**src/hw/rtl/fuzzy_gain_pid_controller_unit_macros.svh**
```systemverilog
// Assertion helpers used by the top-level RTL of the fuzzy-gain PID controller.
`ifndef FUZZY_GAIN_PID_CONTROLLER_UNIT_MACROS_SVH
`define FUZZY_GAIN_PID_CONTROLLER_UNIT_MACROS_SVH

// Same-cycle implication, checked outside reset.
`define FGPC_ASSERT_NOW(lbl, clk, rst, ante, cons, msg) \
   lbl: assert property (@(posedge clk) disable iff (rst) (ante) |-> (cons)) else $error(msg);

// Next-cycle implication, checked outside reset.
`define FGPC_ASSERT_NEXT(lbl, clk, rst, ante, cons, msg) \
   lbl: assert property (@(posedge clk) disable iff (rst) (ante) |=> (cons)) else $error(msg);

`endif

```
**src/hw/rtl/fgpc_pkg.sv**
```systemverilog
package fgpc_pkg;

   localparam int FRAC_BITS = 16;
   localparam int CFG_W     = 31;
   localparam int DATA_W    = 32;
   localparam int CHG_W     = 33;
   localparam int SUM_W     = 48;
   localparam int DRIVE_W   = 26;
   localparam int IDX_W     = 3;
   localparam int CSR_IDX_W = 3;
   localparam int MAG_W     = CFG_W + 2;
   localparam int PROD_W    = CFG_W + SUM_W;
   localparam int MUL_STEPS = SUM_W;

   localparam logic [CSR_IDX_W-1:0] REG_ERROR_MAX        = 3'd0;
   localparam logic [CSR_IDX_W-1:0] REG_ERROR_CHANGE_MAX = 3'd1;
   localparam logic [CSR_IDX_W-1:0] REG_KP_WEIGHT        = 3'd2;
   localparam logic [CSR_IDX_W-1:0] REG_KI_WEIGHT        = 3'd3;
   localparam logic [CSR_IDX_W-1:0] REG_KD_WEIGHT        = 3'd4;
   localparam logic [CSR_IDX_W-1:0] REG_KP_BASE          = 3'd5;
   localparam logic [CSR_IDX_W-1:0] REG_KI_BASE          = 3'd6;
   localparam logic [CSR_IDX_W-1:0] REG_KD_BASE          = 3'd7;

   localparam logic [CFG_W-1:0] RST_ERROR_MAX        = 31'd3276800;
   localparam logic [CFG_W-1:0] RST_ERROR_CHANGE_MAX = 31'd327680;
   localparam logic [CFG_W-1:0] RST_KP_WEIGHT        = 31'd327680;
   localparam logic [CFG_W-1:0] RST_KI_WEIGHT        = 31'd6554;
   localparam logic [CFG_W-1:0] RST_KD_WEIGHT        = 31'd655360;

   localparam logic [IDX_W-1:0] IDX_LOW  = 3'd0;
   localparam logic [IDX_W-1:0] IDX_MID  = 3'd3;
   localparam logic [IDX_W-1:0] IDX_HIGH = 3'd6;

   localparam logic [DRIVE_W-1:0] DRIVE_LO = DRIVE_W'(1 << FRAC_BITS);
   localparam logic [DRIVE_W-1:0] DRIVE_HI = DRIVE_W'(1000 << FRAC_BITS);

   typedef logic signed [2:0] delta_type;

   localparam delta_type TAB_P [7][7] = '{
      '{ 3,  3,  2,  2,  1,  0,  0},
      '{ 3,  3,  2,  1,  1,  0, -1},
      '{ 2,  2,  2,  1,  0, -1, -1},
      '{ 2,  2,  1,  0, -1, -2, -2},
      '{ 1,  1,  0, -1, -1, -2, -2},
      '{ 1,  0, -1, -2, -2, -3, -3},
      '{ 0,  0, -1, -2, -2, -3, -3}
   };
   localparam delta_type TAB_I [7][7] = '{
      '{-3, -3, -2, -2, -1,  0,  0},
      '{-3, -3, -2, -1, -1,  0,  0},
      '{-3, -2, -1, -1,  0,  1,  1},
      '{-2, -2, -1,  0,  1,  2,  2},
      '{-2, -1,  0,  1,  1,  2,  3},
      '{ 0,  0,  1,  1,  2,  3,  3},
      '{ 0,  0,  1,  2,  2,  3,  3}
   };
   localparam delta_type TAB_D [7][7] = '{
      '{ 1, -1, -3, -3, -3, -2,  1},
      '{ 1, -1, -3, -2, -2, -1,  0},
      '{ 0, -1, -2, -2, -1, -1,  0},
      '{ 0, -1, -2, -1, -1, -1,  0},
      '{ 0,  0,  0,  0,  0,  0,  0},
      '{ 3,  1,  0,  0,  0,  0,  0},
      '{ 3,  2,  1,  1,  1,  1,  1}
   };

   // Magnitude of delta times weight, built from shifts and one add.
   function automatic logic [MAG_W-1:0] mag_calc(delta_type d, logic [CFG_W-1:0] w);
      logic [1:0] a;
      a = d[2] ? 2'(-d) : 2'(d);
      case (a)
         2'd0:    return '0;
         2'd1:    return {2'b00, w};
         2'd2:    return {1'b0, w, 1'b0};
         default: return {2'b00, w} + {1'b0, w, 1'b0};
      endcase
   endfunction

   // Base plus or minus the magnitude, limited to 0 .. 2^31-1.
   function automatic logic [CFG_W-1:0] gain_sat(logic [CFG_W-1:0] base, logic neg,
                                                 logic [MAG_W-1:0] mag);
      logic signed [MAG_W+1:0] g;
      g = neg ? $signed({3'b000, base}) - $signed({2'b00, mag})
              : $signed({3'b000, base}) + $signed({2'b00, mag});
      if (g < 0) return '0;
      if (g > $signed({3'b000, {CFG_W{1'b1}}})) return {CFG_W{1'b1}};
      return g[CFG_W-1:0];
   endfunction

endpackage

```
**src/hw/rtl/fgpc_index.sv**
```systemverilog
module fgpc_index (
   input  logic                                clock,
   input  logic                                reset,
   input  logic                                start,
   input  logic signed [fgpc_pkg::CHG_W-1:0]   x,
   input  logic        [fgpc_pkg::CFG_W-1:0]   mx,
   output logic                                done,
   output logic        [fgpc_pkg::IDX_W-1:0]   index
);

   localparam logic [1:0] ST_IDLE = 2'd0;
   localparam logic [1:0] ST_PREP = 2'd1;
   localparam logic [1:0] ST_ADD  = 2'd2;
   localparam logic [1:0] ST_LOOP = 2'd3;

   localparam int N_W = fgpc_pkg::CHG_W + 4;

   logic [1:0]                          state_ff, state_in;
   logic signed [fgpc_pkg::CHG_W-1:0]   x_ff, x_in;
   logic [fgpc_pkg::CFG_W-1:0]          mx_ff, mx_in;
   logic signed [N_W-2:0]               six_ff, six_in;
   logic [fgpc_pkg::CFG_W+3:0]          seven_ff, seven_in;
   logic signed [N_W-1:0]               r_ff, r_in;
   logic [fgpc_pkg::IDX_W-1:0]          q_ff, q_in;
   logic                                done_ff, done_in;
   logic signed [N_W-2:0]               xs;
   logic [N_W-1:0]                      dv;

   always_comb begin
      state_in = state_ff;
      x_in     = x_ff;
      mx_in    = mx_ff;
      six_in   = six_ff;
      seven_in = seven_ff;
      r_in     = r_ff;
      q_in     = q_ff;
      done_in  = 1'b0;
      xs       = {{3{x_ff[fgpc_pkg::CHG_W-1]}}, x_ff};
      dv       = {5'b00000, mx_ff, 1'b0};
      unique case (state_ff)
         ST_IDLE: begin
            if (start) begin
               x_in     = x;
               mx_in    = mx;
               q_in     = fgpc_pkg::IDX_LOW;
               state_in = ST_PREP;
            end
         end
         ST_PREP: begin
            six_in   = (xs <<< 2) + (xs <<< 1);
            seven_in = {mx_ff, 3'b000} - {4'b0000, mx_ff};
            state_in = ST_ADD;
         end
         ST_ADD: begin
            r_in     = {six_ff[N_W-2], six_ff} + $signed({1'b0, seven_ff});
            state_in = ST_LOOP;
         end
         ST_LOOP: begin
            if (mx_ff == '0) begin
               q_in = x_ff[fgpc_pkg::CHG_W-1] ? fgpc_pkg::IDX_LOW :
                      (x_ff != '0) ? fgpc_pkg::IDX_HIGH : fgpc_pkg::IDX_MID;
               done_in  = 1'b1;
               state_in = ST_IDLE;
            end else if (r_ff[N_W-1]) begin
               q_in     = fgpc_pkg::IDX_LOW;
               done_in  = 1'b1;
               state_in = ST_IDLE;
            end else if (q_ff == fgpc_pkg::IDX_HIGH || unsigned'(r_ff) < dv) begin
               done_in  = 1'b1;
               state_in = ST_IDLE;
            end else begin
               r_in = r_ff - $signed(dv);
               q_in = q_ff + 3'd1;
            end
         end
         default: state_in = ST_IDLE;
      endcase
   end

   always_ff @(posedge clock) begin
      if (reset) begin
         state_ff <= ST_IDLE;
         done_ff  <= 1'b0;
      end else begin
         state_ff <= state_in;
         done_ff  <= done_in;
      end
      x_ff     <= x_in;
      mx_ff    <= mx_in;
      six_ff   <= six_in;
      seven_ff <= seven_in;
      r_ff     <= r_in;
      q_ff     <= q_in;
   end

   assign done  = done_ff;
   assign index = q_ff;

endmodule

```
**src/hw/rtl/fgpc_mul.sv**
```systemverilog
module fgpc_mul (
   input  logic                                 clock,
   input  logic                                 reset,
   input  logic                                 start,
   input  logic        [fgpc_pkg::CFG_W-1:0]    gain,
   input  logic signed [fgpc_pkg::SUM_W-1:0]    value,
   output logic                                 done,
   output logic signed [fgpc_pkg::DATA_W-1:0]   result
);

   localparam int CNT_W = $clog2(fgpc_pkg::MUL_STEPS);
   localparam int PW    = fgpc_pkg::PROD_W;
   localparam int SW    = fgpc_pkg::SUM_W;
   localparam int GW    = fgpc_pkg::CFG_W;
   localparam int FB    = fgpc_pkg::FRAC_BITS;
   localparam int DW    = fgpc_pkg::DATA_W;

   logic                 busy_ff, busy_in;
   logic                 fin_ff, fin_in;
   logic                 done_ff, done_in;
   logic [CNT_W-1:0]     cnt_ff, cnt_in;
   logic [GW-1:0]        g_ff, g_in;
   logic [SW-1:0]        mag_ff, mag_in;
   logic                 neg_ff, neg_in;
   logic [PW-1:0]        acc_ff, acc_in;
   logic signed [DW-1:0] res_ff, res_in;
   logic [GW:0]          top_sum;
   logic [DW-1:0]        q_rnd;

   always_comb begin
      busy_in = busy_ff;
      fin_in  = 1'b0;
      done_in = 1'b0;
      cnt_in  = cnt_ff;
      g_in    = g_ff;
      mag_in  = mag_ff;
      neg_in  = neg_ff;
      acc_in  = acc_ff;
      res_in  = res_ff;
      top_sum = {1'b0, acc_ff[PW-1:SW]} + (mag_ff[0] ? {1'b0, g_ff} : '0);
      q_rnd   = {1'b0, acc_ff[FB+DW-2:FB]} + DW'(acc_ff[FB-1:0] != '0);
      if (start) begin
         busy_in = 1'b1;
         cnt_in  = '0;
         g_in    = gain;
         neg_in  = value[SW-1];
         mag_in  = value[SW-1] ? SW'(-value) : SW'(value);
         acc_in  = '0;
      end else if (busy_ff) begin
         // One multiplier bit per cycle: add at the top, shift right.
         acc_in = {top_sum, acc_ff[SW-1:1]};
         mag_in = mag_ff >> 1;
         cnt_in = cnt_ff + CNT_W'(1);
         if (cnt_ff == CNT_W'(fgpc_pkg::MUL_STEPS - 1)) begin
            busy_in = 1'b0;
            fin_in  = 1'b1;
         end
      end
      if (fin_ff) begin
         done_in = 1'b1;
         if (acc_ff[PW-1:FB+DW-1] != '0) begin
            res_in = neg_ff ? {1'b1, {(DW-1){1'b0}}} : {1'b0, {(DW-1){1'b1}}};
         end else if (neg_ff) begin
            res_in = $signed(-q_rnd);
         end else begin
            res_in = $signed({1'b0, acc_ff[FB+DW-2:FB]});
         end
      end
   end

   always_ff @(posedge clock) begin
      if (reset) begin
         busy_ff <= 1'b0;
         fin_ff  <= 1'b0;
         done_ff <= 1'b0;
      end else begin
         busy_ff <= busy_in;
         fin_ff  <= fin_in;
         done_ff <= done_in;
      end
      cnt_ff <= cnt_in;
      g_ff   <= g_in;
      mag_ff <= mag_in;
      neg_ff <= neg_in;
      acc_ff <= acc_in;
      res_ff <= res_in;
   end

   assign done   = done_ff;
   assign result = res_ff;

endmodule

```
**src/hw/rtl/fuzzy_gain_pid_controller_unit.sv**
```systemverilog
// From request acceptance to result valid, a request passes through two fuzzy index
// searches, one after the other, and then the bit-serial multipliers.
// Throughput: one request at a time, so the next request is taken only once the result
// is in the result register; the pace is set by the 48-step shift-and-add multipliers and
// the serial subtract loop of the index unit; a result that is not taken holds the next request in its final stage.
// Reset (synchronous, active high) restores the register defaults and clears the
// previous error and the error sum.
module fuzzy_gain_pid_controller_unit (
   input  logic                                  clock,
   input  logic                                  reset,
   input  logic                                  req_valid,
   output logic                                  req_ready,
   input  logic signed [fgpc_pkg::DATA_W-1:0]    req_target,
   input  logic signed [fgpc_pkg::DATA_W-1:0]    req_measured,
   output logic                                  rsp_valid,
   input  logic                                  rsp_ready,
   output logic        [fgpc_pkg::DRIVE_W-1:0]   rsp_drive,
   output logic signed [fgpc_pkg::DATA_W-1:0]    rsp_p_term,
   output logic signed [fgpc_pkg::DATA_W-1:0]    rsp_i_term,
   output logic signed [fgpc_pkg::DATA_W-1:0]    rsp_d_term,
   input  logic                                  csr_valid,
   output logic                                  csr_ready,
   input  logic        [fgpc_pkg::CSR_IDX_W-1:0] csr_index,
   input  logic        [fgpc_pkg::DATA_W-1:0]    csr_wdata
);

`include "fuzzy_gain_pid_controller_unit_macros.svh"

   localparam int DW = fgpc_pkg::DATA_W;
   localparam int CW = fgpc_pkg::CHG_W;
   localparam int SW = fgpc_pkg::SUM_W;
   localparam int GW = fgpc_pkg::CFG_W;

   // Sequencer codes.
   localparam logic [3:0] S_IDLE  = 4'd0;
   localparam logic [3:0] S_ERR   = 4'd1;
   localparam logic [3:0] S_CHG   = 4'd2;
   localparam logic [3:0] S_IDXE  = 4'd3;
   localparam logic [3:0] S_IDXC  = 4'd4;
   localparam logic [3:0] S_GAIN1 = 4'd5;
   localparam logic [3:0] S_GAIN2 = 4'd6;
   localparam logic [3:0] S_MST   = 4'd7;
   localparam logic [3:0] S_MUL   = 4'd8;
   localparam logic [3:0] S_SUM   = 4'd9;

   logic [3:0] state_ff, state_in;

   // Configuration registers.
   logic [GW-1:0] cfg_ff [8];

   // Controller state and working registers.
   logic signed [DW-1:0]  t_ff, t_in, m_ff, m_in;
   logic signed [DW-1:0]  err_ff, err_in, last_err_ff, last_err_in;
   logic signed [CW-1:0]  chg_ff, chg_in;
   logic signed [SW-1:0]  esum_ff, esum_in;
   logic [fgpc_pkg::IDX_W-1:0] ei_ff, ei_in, ci_ff, ci_in;
   logic [fgpc_pkg::MAG_W-1:0] mag_ff [3];
   logic [fgpc_pkg::MAG_W-1:0] mag_in [3];
   logic [2:0]            neg_ff, neg_in;
   logic [GW-1:0]         gain_ff [3];
   logic [GW-1:0]         gain_in [3];

   // Result register.
   logic                  rsp_valid_ff, rsp_valid_in;
   logic [fgpc_pkg::DRIVE_W-1:0] drive_ff, drive_in;
   logic signed [DW-1:0]  p_ff, p_in, i_ff, i_in, d_ff, d_in;

   // Index unit and multipliers.
   logic                  idx_start, idx_done;
   logic signed [CW-1:0]  idx_x;
   logic [GW-1:0]         idx_mx;
   logic [fgpc_pkg::IDX_W-1:0] idx_q;
   logic                  mul_start;
   logic [2:0]            mul_done;
   logic signed [DW-1:0]  mul_res [3];
   logic signed [SW-1:0]  mul_val [3];

   logic signed [DW:0]    diff;
   logic signed [SW:0]    sum_wide;
   logic signed [DW+1:0]  total;
   fgpc_pkg::delta_type   dl [3];

   assign req_ready = (state_ff == S_IDLE);
   assign csr_ready = 1'b1;

   // The index unit first sees the error, then the change of error.
   assign idx_start = (state_ff == S_CHG) || (state_ff == S_IDXE && idx_done);
   assign idx_x     = (state_ff == S_CHG) ? CW'(err_ff) : chg_ff;
   assign idx_mx    = (state_ff == S_CHG) ? cfg_ff[fgpc_pkg::REG_ERROR_MAX]
                                          : cfg_ff[fgpc_pkg::REG_ERROR_CHANGE_MAX];

   fgpc_index u_index (
      .clock (clock),
      .reset (reset),
      .start (idx_start),
      .x     (idx_x),
      .mx    (idx_mx),
      .done  (idx_done),
      .index (idx_q)
   );

   assign mul_start  = (state_ff == S_MST);
   assign mul_val[0] = SW'(err_ff);
   assign mul_val[1] = esum_ff;
   assign mul_val[2] = SW'(chg_ff);

   for (genvar k = 0; k < 3; k++) begin : g_mul
      fgpc_mul u_mul (
         .clock  (clock),
         .reset  (reset),
         .start  (mul_start),
         .gain   (gain_ff[k]),
         .value  (mul_val[k]),
         .done   (mul_done[k]),
         .result (mul_res[k])
      );
   end

   always_comb begin
      state_in     = state_ff;
      t_in         = t_ff;
      m_in         = m_ff;
      err_in       = err_ff;
      last_err_in  = last_err_ff;
      chg_in       = chg_ff;
      esum_in      = esum_ff;
      ei_in        = ei_ff;
      ci_in        = ci_ff;
      mag_in       = mag_ff;
      neg_in       = neg_ff;
      gain_in      = gain_ff;
      rsp_valid_in = rsp_valid_ff && !rsp_ready;
      drive_in     = drive_ff;
      p_in         = p_ff;
      i_in         = i_ff;
      d_in         = d_ff;
      diff         = {t_ff[DW-1], t_ff} - {m_ff[DW-1], m_ff};
      sum_wide     = {esum_ff[SW-1], esum_ff} + (SW+1)'(err_ff);
      // The multipliers hold their products until they finish the next product.
      total        = (DW+2)'(mul_res[0]) + (DW+2)'(mul_res[1]) + (DW+2)'(mul_res[2]);
      dl[0]        = fgpc_pkg::TAB_P[ei_ff][ci_ff];
      dl[1]        = fgpc_pkg::TAB_I[ei_ff][ci_ff];
      dl[2]        = fgpc_pkg::TAB_D[ei_ff][ci_ff];
      unique case (state_ff)
         S_IDLE: begin
            if (req_valid) begin
               t_in     = req_target;
               m_in     = req_measured;
               state_in = S_ERR;
            end
         end
         S_ERR: begin
            // The error saturates to 32-bit signed.
            if (diff[DW] != diff[DW-1]) begin
               err_in = diff[DW] ? {1'b1, {(DW-1){1'b0}}} : {1'b0, {(DW-1){1'b1}}};
            end else begin
               err_in = diff[DW-1:0];
            end
            state_in = S_CHG;
         end
         S_CHG: begin
            // The change is kept exactly; the sum saturates at 48 bits.
            chg_in      = CW'(err_ff) - CW'(last_err_ff);
            last_err_in = err_ff;
            if (sum_wide[SW] != sum_wide[SW-1]) begin
               esum_in = sum_wide[SW] ? {1'b1, {(SW-1){1'b0}}} : {1'b0, {(SW-1){1'b1}}};
            end else begin
               esum_in = sum_wide[SW-1:0];
            end
            state_in = S_IDXE;
         end
         S_IDXE: begin
            if (idx_done) begin
               ei_in    = idx_q;
               state_in = S_IDXC;
            end
         end
         S_IDXC: begin
            if (idx_done) begin
               ci_in    = idx_q;
               state_in = S_GAIN1;
            end
         end
         S_GAIN1: begin
            for (int k = 0; k < 3; k++) begin
               mag_in[k] = fgpc_pkg::mag_calc(dl[k], cfg_ff[fgpc_pkg::REG_KP_WEIGHT + 3'(k)]);
               neg_in[k] = dl[k][2];
            end
            state_in = S_GAIN2;
         end
         S_GAIN2: begin
            for (int k = 0; k < 3; k++) begin
               gain_in[k] = fgpc_pkg::gain_sat(cfg_ff[fgpc_pkg::REG_KP_BASE + 3'(k)],
                                               neg_ff[k], mag_ff[k]);
            end
            state_in = S_MST;
         end
         S_MST: begin
            state_in = S_MUL;
         end
         S_MUL: begin
            if (mul_done[0]) begin
               state_in = S_SUM;
            end
         end
         S_SUM: begin
            // Hand over only once the result register is free.
            if (!rsp_valid_ff || rsp_ready) begin
               if (total > $signed({8'b0, fgpc_pkg::DRIVE_HI})) begin
                  drive_in = fgpc_pkg::DRIVE_HI;
               end else if (total < $signed({8'b0, fgpc_pkg::DRIVE_LO})) begin
                  drive_in = fgpc_pkg::DRIVE_LO;
               end else begin
                  drive_in = total[fgpc_pkg::DRIVE_W-1:0];
               end
               p_in         = mul_res[0];
               i_in         = mul_res[1];
               d_in         = mul_res[2];
               rsp_valid_in = 1'b1;
               state_in     = S_IDLE;
            end
         end
         default: state_in = S_IDLE;
      endcase
   end

   always_ff @(posedge clock) begin
      if (reset) begin
         state_ff     <= S_IDLE;
         rsp_valid_ff <= 1'b0;
         last_err_ff  <= '0;
         esum_ff      <= '0;
         cfg_ff[fgpc_pkg::REG_ERROR_MAX]        <= fgpc_pkg::RST_ERROR_MAX;
         cfg_ff[fgpc_pkg::REG_ERROR_CHANGE_MAX] <= fgpc_pkg::RST_ERROR_CHANGE_MAX;
         cfg_ff[fgpc_pkg::REG_KP_WEIGHT]        <= fgpc_pkg::RST_KP_WEIGHT;
         cfg_ff[fgpc_pkg::REG_KI_WEIGHT]        <= fgpc_pkg::RST_KI_WEIGHT;
         cfg_ff[fgpc_pkg::REG_KD_WEIGHT]        <= fgpc_pkg::RST_KD_WEIGHT;
         cfg_ff[fgpc_pkg::REG_KP_BASE]          <= '0;
         cfg_ff[fgpc_pkg::REG_KI_BASE]          <= '0;
         cfg_ff[fgpc_pkg::REG_KD_BASE]          <= '0;
      end else begin
         state_ff     <= state_in;
         rsp_valid_ff <= rsp_valid_in;
         last_err_ff  <= last_err_in;
         esum_ff      <= esum_in;
         if (csr_valid) begin
            cfg_ff[csr_index] <= csr_wdata[GW-1:0];
         end
      end
      t_ff     <= t_in;
      m_ff     <= m_in;
      err_ff   <= err_in;
      chg_ff   <= chg_in;
      ei_ff    <= ei_in;
      ci_ff    <= ci_in;
      mag_ff   <= mag_in;
      neg_ff   <= neg_in;
      gain_ff  <= gain_in;
      drive_ff <= drive_in;
      p_ff     <= p_in;
      i_ff     <= i_in;
      d_ff     <= d_in;
   end

   assign rsp_valid  = rsp_valid_ff;
   assign rsp_drive  = drive_ff;
   assign rsp_p_term = p_ff;
   assign rsp_i_term = i_ff;
   assign rsp_d_term = d_ff;

   // The three multipliers start together and so must finish together.
   `FGPC_ASSERT_NOW(a_mul_lockstep, clock, reset, 1'b1, mul_done == 3'b000 || mul_done == 3'b111, "multipliers out of step")
   // Both fuzzy indices lie within the rule tables when they are used.
   `FGPC_ASSERT_NOW(a_idx_range, clock, reset, state_ff == S_GAIN1, ei_ff <= fgpc_pkg::IDX_HIGH && ci_ff <= fgpc_pkg::IDX_HIGH, "fuzzy index out of range")
   // An accepted request starts the error stage on the next cycle.
   `FGPC_ASSERT_NEXT(a_accept_start, clock, reset, req_valid && req_ready, state_ff == S_ERR, "request not started")
   // A presented drive always lies inside the clamp window.
   `FGPC_ASSERT_NOW(a_drive_range, clock, reset, rsp_valid_ff, drive_ff >= fgpc_pkg::DRIVE_LO && drive_ff <= fgpc_pkg::DRIVE_HI, "drive outside clamp window")

endmodule
```
**config.mk**
```make
export PLATFORM = sky130hd
export DESIGN_NAME = fuzzy_gain_pid_controller_unit
export DESIGN_NICKNAME = d
export VERILOG_FILES = /design/src/hw/rtl/fgpc_pkg.sv /design/src/hw/rtl/fgpc_index.sv /design/src/hw/rtl/fgpc_mul.sv /design/src/hw/rtl/fuzzy_gain_pid_controller_unit.sv
export VERILOG_INCLUDE_DIRS = /design/src /design/src/hw/rtl
export SDC_FILE = /design/constraint.sdc
export NUM_CORES = 2
export LEC_CHECK = 0
export BUFFER_PORTS_ARGS = -buffer_cell sky130_fd_sc_hd__buf_2
export CAP_MARGIN = 25
export CORE_MARGIN = 2
export CORE_UTILIZATION = 58
export CTS_CLUSTER_SIZE = 24
export DETAILED_ROUTE_END_ITERATION = 10
export PLACE_DENSITY = 0.78
export SYNTH_ARGS = -nofsm -noshare
export SYNTH_HDL_FRONTEND = slang
export SYNTH_HIERARCHICAL = 1
export SYNTH_SLANG_ARGS = --single-unit
```
**constraint.sdc**
```tcl
create_clock -name clock -period 6.7 [get_ports clock]
set_input_delay 1.34 -clock clock [delete_from_list [all_inputs] [get_ports clock]]
set_output_delay 1.34 -clock clock [all_outputs]
set_load 0.02 [all_outputs]
```
# Word-level counts from Yosys, hierarchy flattened
# Memory sizes are Yosys's and may differ from the RTL's.
# Index checks and enable logic that the tools add are counted.
[word_totals] mem_bits_ro=504 ram_bits=248 input_bits=104 wordCells=317 regBits=1313 output_inout_bits=125 mem_count=4
[op_classes] eq_ne=35 bitwise_logic=6 order_cmp=11 n_mux=127 add_sub_neg=37 n_reduce_logical=41
[mem_list] name="cfg_ff" words=8 width=31 rd=8 rd_ports_with_merged_regs=0 wr=8 line="fuzzy_gain_pid_controller_unit.sv:49" rtl="logic [GW-1:0] cfg_ff [8];"
[mem_list] name="(no name shown)" words=8 width=21 rd=1 rd_ports_with_merged_regs=0 wr=0 line="fuzzy_gain_pid_controller_unit.sv:143" rtl="dl[2] = fgpc_pkg::TAB_D[ei_ff][ci_ff];"
[mem_list] name="(no name shown)" words=8 width=21 rd=1 rd_ports_with_merged_regs=0 wr=0 line="fuzzy_gain_pid_controller_unit.sv:142" rtl="dl[1] = fgpc_pkg::TAB_I[ei_ff][ci_ff];"
[mem_list] name="(no name shown)" words=8 width=21 rd=1 rd_ports_with_merged_regs=0 wr=0 line="fuzzy_gain_pid_controller_unit.sv:141" rtl="dl[0] = fgpc_pkg::TAB_P[ei_ff][ci_ff];"
[op_table] operator="$mux 48" count=11
[op_table] operator="$mux 31" count=17
[op_table] operator="$mux 32" count=11
[op_table] operator="$pmux 33 s3" count=3
[op_table] operator="$mux 21" count=6
[op_table] operator="$mux 37" count=3
[op_table] operator="$gt 35x32->1 const B" count=3
[op_table] operator="$lt 35x1->1 const B" count=3
[op_table] operator="$mux 35" count=3
[op_table] operator="$add 31x33->34" count=3
[op_table] operator="$sub 31x33->34" count=3
[op_table] operator="$add 31x32->33" count=3
[op_table] operator="$add 31x1->32" count=3
[op_table] operator="$add 31x32->32" count=3
[op_table] operator="$neg 32->32" count=3
[op_table] operator="$reduce_bool 32->1" count=3
[op_table] operator="$pmux 37 s2" count=1
[op_table] operator="$sub 32x32->33" count=2
[op_table] operator="$add 48x32->49" count=1
[op_table] operator="$neg 32->48" count=1
[op_table] operator="$neg 33->48" count=1
[op_table] operator="$neg 48->48" count=1
[op_table] operator="$reduce_bool 16->1" count=3
[op_table] operator="$pmux 4 s10" count=1
[op_table] operator="other kinds (52)" count=165

# Depth between registers and ports, before layout
[depth] ltp_word=11 ltp_mapped=18 depth_no_buf=17

# Modules after synthesis
# Netlist, hierarchy kept.
[by_module_without_submodules] module="fuzzy_gain_pid_controller_unit" cells_per_inst=5398 n_inst=1 area_each_um2=52386.5
[by_module_without_submodules] module="fgpc_mul (g_mul[1].u_mul ...)" cells_per_inst=1258 n_inst=2 area_each_um2=11996.5
[by_module_without_submodules] module="fgpc_index" cells_per_inst=1287 n_inst=1 area_each_um2=13048.8
[by_module_without_submodules] module="fgpc_mul (g_mul[0].u_mul)" cells_per_inst=1232 n_inst=1 area_each_um2=11688.7

# Least setup slack after synthesis
# OpenSTA, ideal clock, no wires.
[synth_timing] kind="input -> register" start="input port rsp_ready" end="register d_ff[0], in the netlist rsp_d_term[0], enable pin" path_buffers=0 cell_stages=2 required_time_ns=6.096 path_slack_ns=-0.350 t_arrival_ns=6.445 path_cell_list="nor2b_1 nor2_1"
[synth_between] elab_chain_len=2
[synth_rtl] element="start: declaration" line="fuzzy_gain_pid_controller_unit.sv:16" rtl="input logic rsp_ready,"
[synth_rtl] element="$logic_or 1x1->1" line="fuzzy_gain_pid_controller_unit.sv:208" rtl="if (!rsp_valid_ff || rsp_ready) begin"
[synth_rtl] element="$reduce_and 2->1 (no source line)"
[synth_rtl] element="end signal: assignment" line="fuzzy_gain_pid_controller_unit.sv:262" rtl="d_ff <= d_in;"
[synth_rtl] element="end: declaration" line="fuzzy_gain_pid_controller_unit.sv:66" rtl="logic signed [DW-1:0] p_ff, p_in, i_ff, i_in, d_ff, d_in;"
# Every way passes these cells.
# A chain may end at the register's enable or synchronous reset.

# Worst setup path after layout
[layout_timing] start="register g_mul[2].u_mul.res_ff[1]" end="register drive_ff, in the netlist rsp_drive[10] (data pin)"
[layout_between] elab_chain_len=3 word_cells_on_any_way=4 cone_classes="add/sub: 1; order compare: 2; reduce/logical: 1"
[layout_rtl] element="start: declaration" line="fgpc_mul.sv:26" rtl="logic signed [DW-1:0] res_ff, res_in;"
[layout_rtl] element="start signal: assignment" line="fgpc_mul.sv:86" rtl="res_ff <= res_in;"
[layout_rtl] element="$add 33x32->34 *" line="fuzzy_gain_pid_controller_unit.sv:140" rtl="total = (DW+2)'(mul_res[0]) + (DW+2)'(mul_res[1]) + (DW+2)'(mul_res[2]);"
[layout_rtl] element="$gt 34x27->1 / $lt 34x18->1 (equally long branches)" line="fuzzy_gain_pid_controller_unit.sv:209, fuzzy_gain_pid_controller_unit.sv:211"
[layout_rtl] element="$reduce_or 2->1 (no source line)"
[layout_rtl] element="end signal: assignment" line="fuzzy_gain_pid_controller_unit.sv:259" rtl="drive_ff <= drive_in;"
[layout_rtl] element="end: declaration" line="fuzzy_gain_pid_controller_unit.sv:65" rtl="logic [fgpc_pkg::DRIVE_W-1:0] drive_ff, drive_in;"
# Every way passes the cells marked *; elsewhere a longest branch is shown, timed or not.

==> metrics.md <==
| Metric | Value |
|---|---|
| Period utilisation layout | 81.13% |
| Max frequency | 0.1840 GHz |
| Core area | 173400 um^2 |
| H-Tree Level Count | 4 |
| WP data required | 7310 ps |
| Final core occ | 63.41% |
| CP Capture Type | register |
| Total negative slack | 0 ps |
| Slew headroom | 18.22% |
| Tmin final | 5435 ps |
| Post-route setup slack | 1265 ps |
| Least-Margin Pin Slew | 1216 ps |
| DRT antenna net count | 0 |
| Initial Util | 58.27% |
| Number of global-route vias before repair | 74590 |
| Hold Path Cell Cnt | 0 |
| Root Driver | clkbuf_16 |
| Routed WL | 258.0 mm |
| Max-cap viol count | 0 |
| Pin count of the biggest net entering global routing | 189 |
| Clk sinks | 1558 |
| Max Root-Sink Buffers | 3 |
| P per Cell Area | 279.6 nW/um^2 |
| Share of layout cells above drive strength 1 | 7.698% |
| Leakage Power | 43.97 nW |
| Die Height | 421.4 um |
| Post-CTS setup buffer count | 0 |
| Critical path's slowest cell | nor4bb_1 |
| Worst r2r src | g_mul[2].u_mul/result[1]$_DFFE_PP_ |
| Cells along the critical path | fa_1 -> ha_1 -> fa_1 -> a21o_1 -> a21oi_2 -> o21ai_1 -> a31oi_1 -> o21ai_1 -> a311o_1 -> o311ai_1 -> nor4bb_1 -> a2111o_1 -> nand4b_4 -> or3_4 -> a2111oi_2 |
| GP Congestion | 0.9704 |
| Post_cts resized | 0 |
| Routed wire per std cell | 19.94 um |
| GR Util All Layers | 28.25% |
| Hold-fix buffers, CTS | 0 |
| WHS Endpoint | g_mul[1].u_mul/g_ff[11]$_DFFE_PP_ |
| CTS tree | yes |
| Worst-path clk slew | 60 ps |
| Routed vias | 79250 |
| Final Max Slew Viols | 0 |
| Status | complete, no violations |
| IO Pins | 229 |
| First-pass GRT wire length | 407.6 mm |
| Via density | 6.125 |
| Cells after Synth | 10430 |
| FP Rows | 153 |
| Pre-antenna DRT Iters | 6 |
| Final net count | 11400 |
| Unrepaired setup endpoints after global routing | false |
| GRT Residual Overflow | 0 |
| Final Hold Violating Endpoints | 0 |
| Final setup vio count | 0 |
| Hold Slack | 411.1 ps |
| Hold crit path type | reg -> reg |
| Post-DP HPWL | 185.9 mm |
| WS Path Type | reg -> reg |
| Die X | 421.4 um |
| Setup Slack @ Placement | 1333 ps |
| Port bufs | 226 |
| Worst Hold Launch | gain_ff[42]$_SDFFCE_PP0P_ |
| CP Launch Type | register |
| Cell Area, Synth | 101100 um^2 |
| Synth-to-Final Area Change | 8.824% |
| Critical Path AT | 6040 ps |
| Synth Warn # | 6 |
| Clock Latency Late Sink | 840 ps |
| Cts bufs inserted | 170 |
| Depth of the most critical reg-to-reg path | 15 |
| Worst IR drop on VDD | 267.2 uV |
| RR Endpoint | rsp_drive[10]$_SDFFCE_PP0P_ |
| Max stage delay on crit path | 540 ps |
| Syn_area_per_cell | 9.691 um^2 |
| Post-synth net total | 11370 |
| Layout Skew | 36.29 ps |
| DRC | 0 |
| Max Fanout on Critical Path | 12 |
| DIE AREA | 177600 um^2 |
| Antenna violations before repair | 22 |
| Drt first-iter violations | 7849 |
| Reg-to-reg slack, setup | 1260 ps |
==> sequential cells by signal, indices dropped and copies added (netlist names), 31 cells and up <==
| name | count |
|---|---|
| mag_ff | 99 |
| u_index/six_ff | 35 |
| rsp_i_term | 32 |
| g_mul.u_mul/result | 96 |
| err_ff | 32 |
| g_mul.u_mul/mag_ff | 144 |
| g_mul.u_mul/g_ff | 93 |
| u_index/r_ff | 36 |
| rsp_p_term | 32 |
| u_index/seven_ff | 34 |
| u_index/x_ff | 33 |
| esum_ff | 48 |
| u_index/mx_ff | 31 |
| t_ff | 32 |
| last_err_ff | 32 |
| m_ff | 32 |
| rsp_d_term | 32 |
| cfg_ff | 248 |
| chg_ff | 33 |
| g_mul.u_mul/acc_ff | 237 |
| gain_ff | 93 |
==> layout by cell type (no fill, tap or decap), types with 30 or more instances in the layout <==
master / instances
o21bai_1: 114
dfxtp_1: 345
mux2i_1: 211
and2_1: 363
a211oi_1: 141
ha_1: 784
o21ai_1: 38
a21boi_0: 30
buf_4: 74
nand2_1: 720
buf_2: 225
and3_1: 63
nand2b_1: 96
nand3_1: 135
a21o_1: 340
nor2b_1: 75
a221oi_1: 69
clkbuf_16: 172
fa_1: 51
o31ai_1: 82
inv_1: 569
o22ai_1: 84
xnor2_1: 372
a31oi_1: 77
nor4_1: 85
o21ai_0: 505
nand4_1: 78
nor2_1: 937
a22oi_1: 47
o211ai_1: 39
or3_1: 70
nor3_1: 148
o21a_1: 92
xor2_1: 320
edfxtp_1: 1208
a21oi_1: 1066
or2_2: 39
==> layout make-up <==
type | instances | area (um^2)
diodes | 13 | 32.53
inverters | 575 | 2161
clock inverters | 117 | 1257
fillers | 14020 | 63460
multi-input cells | 7840 | 53960
well taps | 2325 | 2909
flip-flops and latches | 1558 | 43300
repair buffers | 310 | 1889
clock buffers | 200 | 4479
==> critical path, delay by kind of cell (launching register included) <==
family | cells | cell delay, ps
compound gates | 9 | 2330
flops | 1 | 450
fa+ha+maj | 3 | 1230
simple gates | 3 | 1210
==> stage by stage <==
stage	area [um^2]	power, mW	instances
after floorplan	101100	18.83	10430
after global placement	104100	20.78	12600
after detailed placement	104100	21.04	12600
after CTS	109800	30.70	12920
after global routing	110000	32.20	12930
final	110000	30.75	12940
==> where the power goes <==
group / switching, mW / internal, mW / total [mW]
sequential: 0.733 / 11.5 / 12.2
combinational: 5.46 / 3.48 / 8.95
clock: 4.10 / 5.50 / 9.60
==> worst max path at each step <==
stage                                            start                           to  slack, ps  cells after the start
floorplan                     state_ff[2]$_SDFFE_PP0P_          mag_ff[0]$_DFFE_PP_       1130                      3
global placement    g_mul[2].u_mul/result[1]$_DFFE_PP_  rsp_drive[10]$_SDFFCE_PP0P_       1480                     15
detailed placement  g_mul[2].u_mul/result[1]$_DFFE_PP_  rsp_drive[10]$_SDFFCE_PP0P_       1330                     15
CTS                 g_mul[2].u_mul/result[1]$_DFFE_PP_  rsp_drive[10]$_SDFFCE_PP0P_       1300                     15
global route        g_mul[2].u_mul/result[1]$_DFFE_PP_  rsp_drive[10]$_SDFFCE_PP0P_        940                     15
finish              g_mul[2].u_mul/result[1]$_DFFE_PP_  rsp_drive[10]$_SDFFCE_PP0P_       1260                     15
==> per-layer routing <==
layer  GRT usage (%)  part of all wire (%)
met5               0                 0.020
met3           3.452                   7.2
met2           44.39                    45
met1           40.51                    45
met4           9.588                   3.3
No activity file was read; power rests on OpenSTA's default activity.
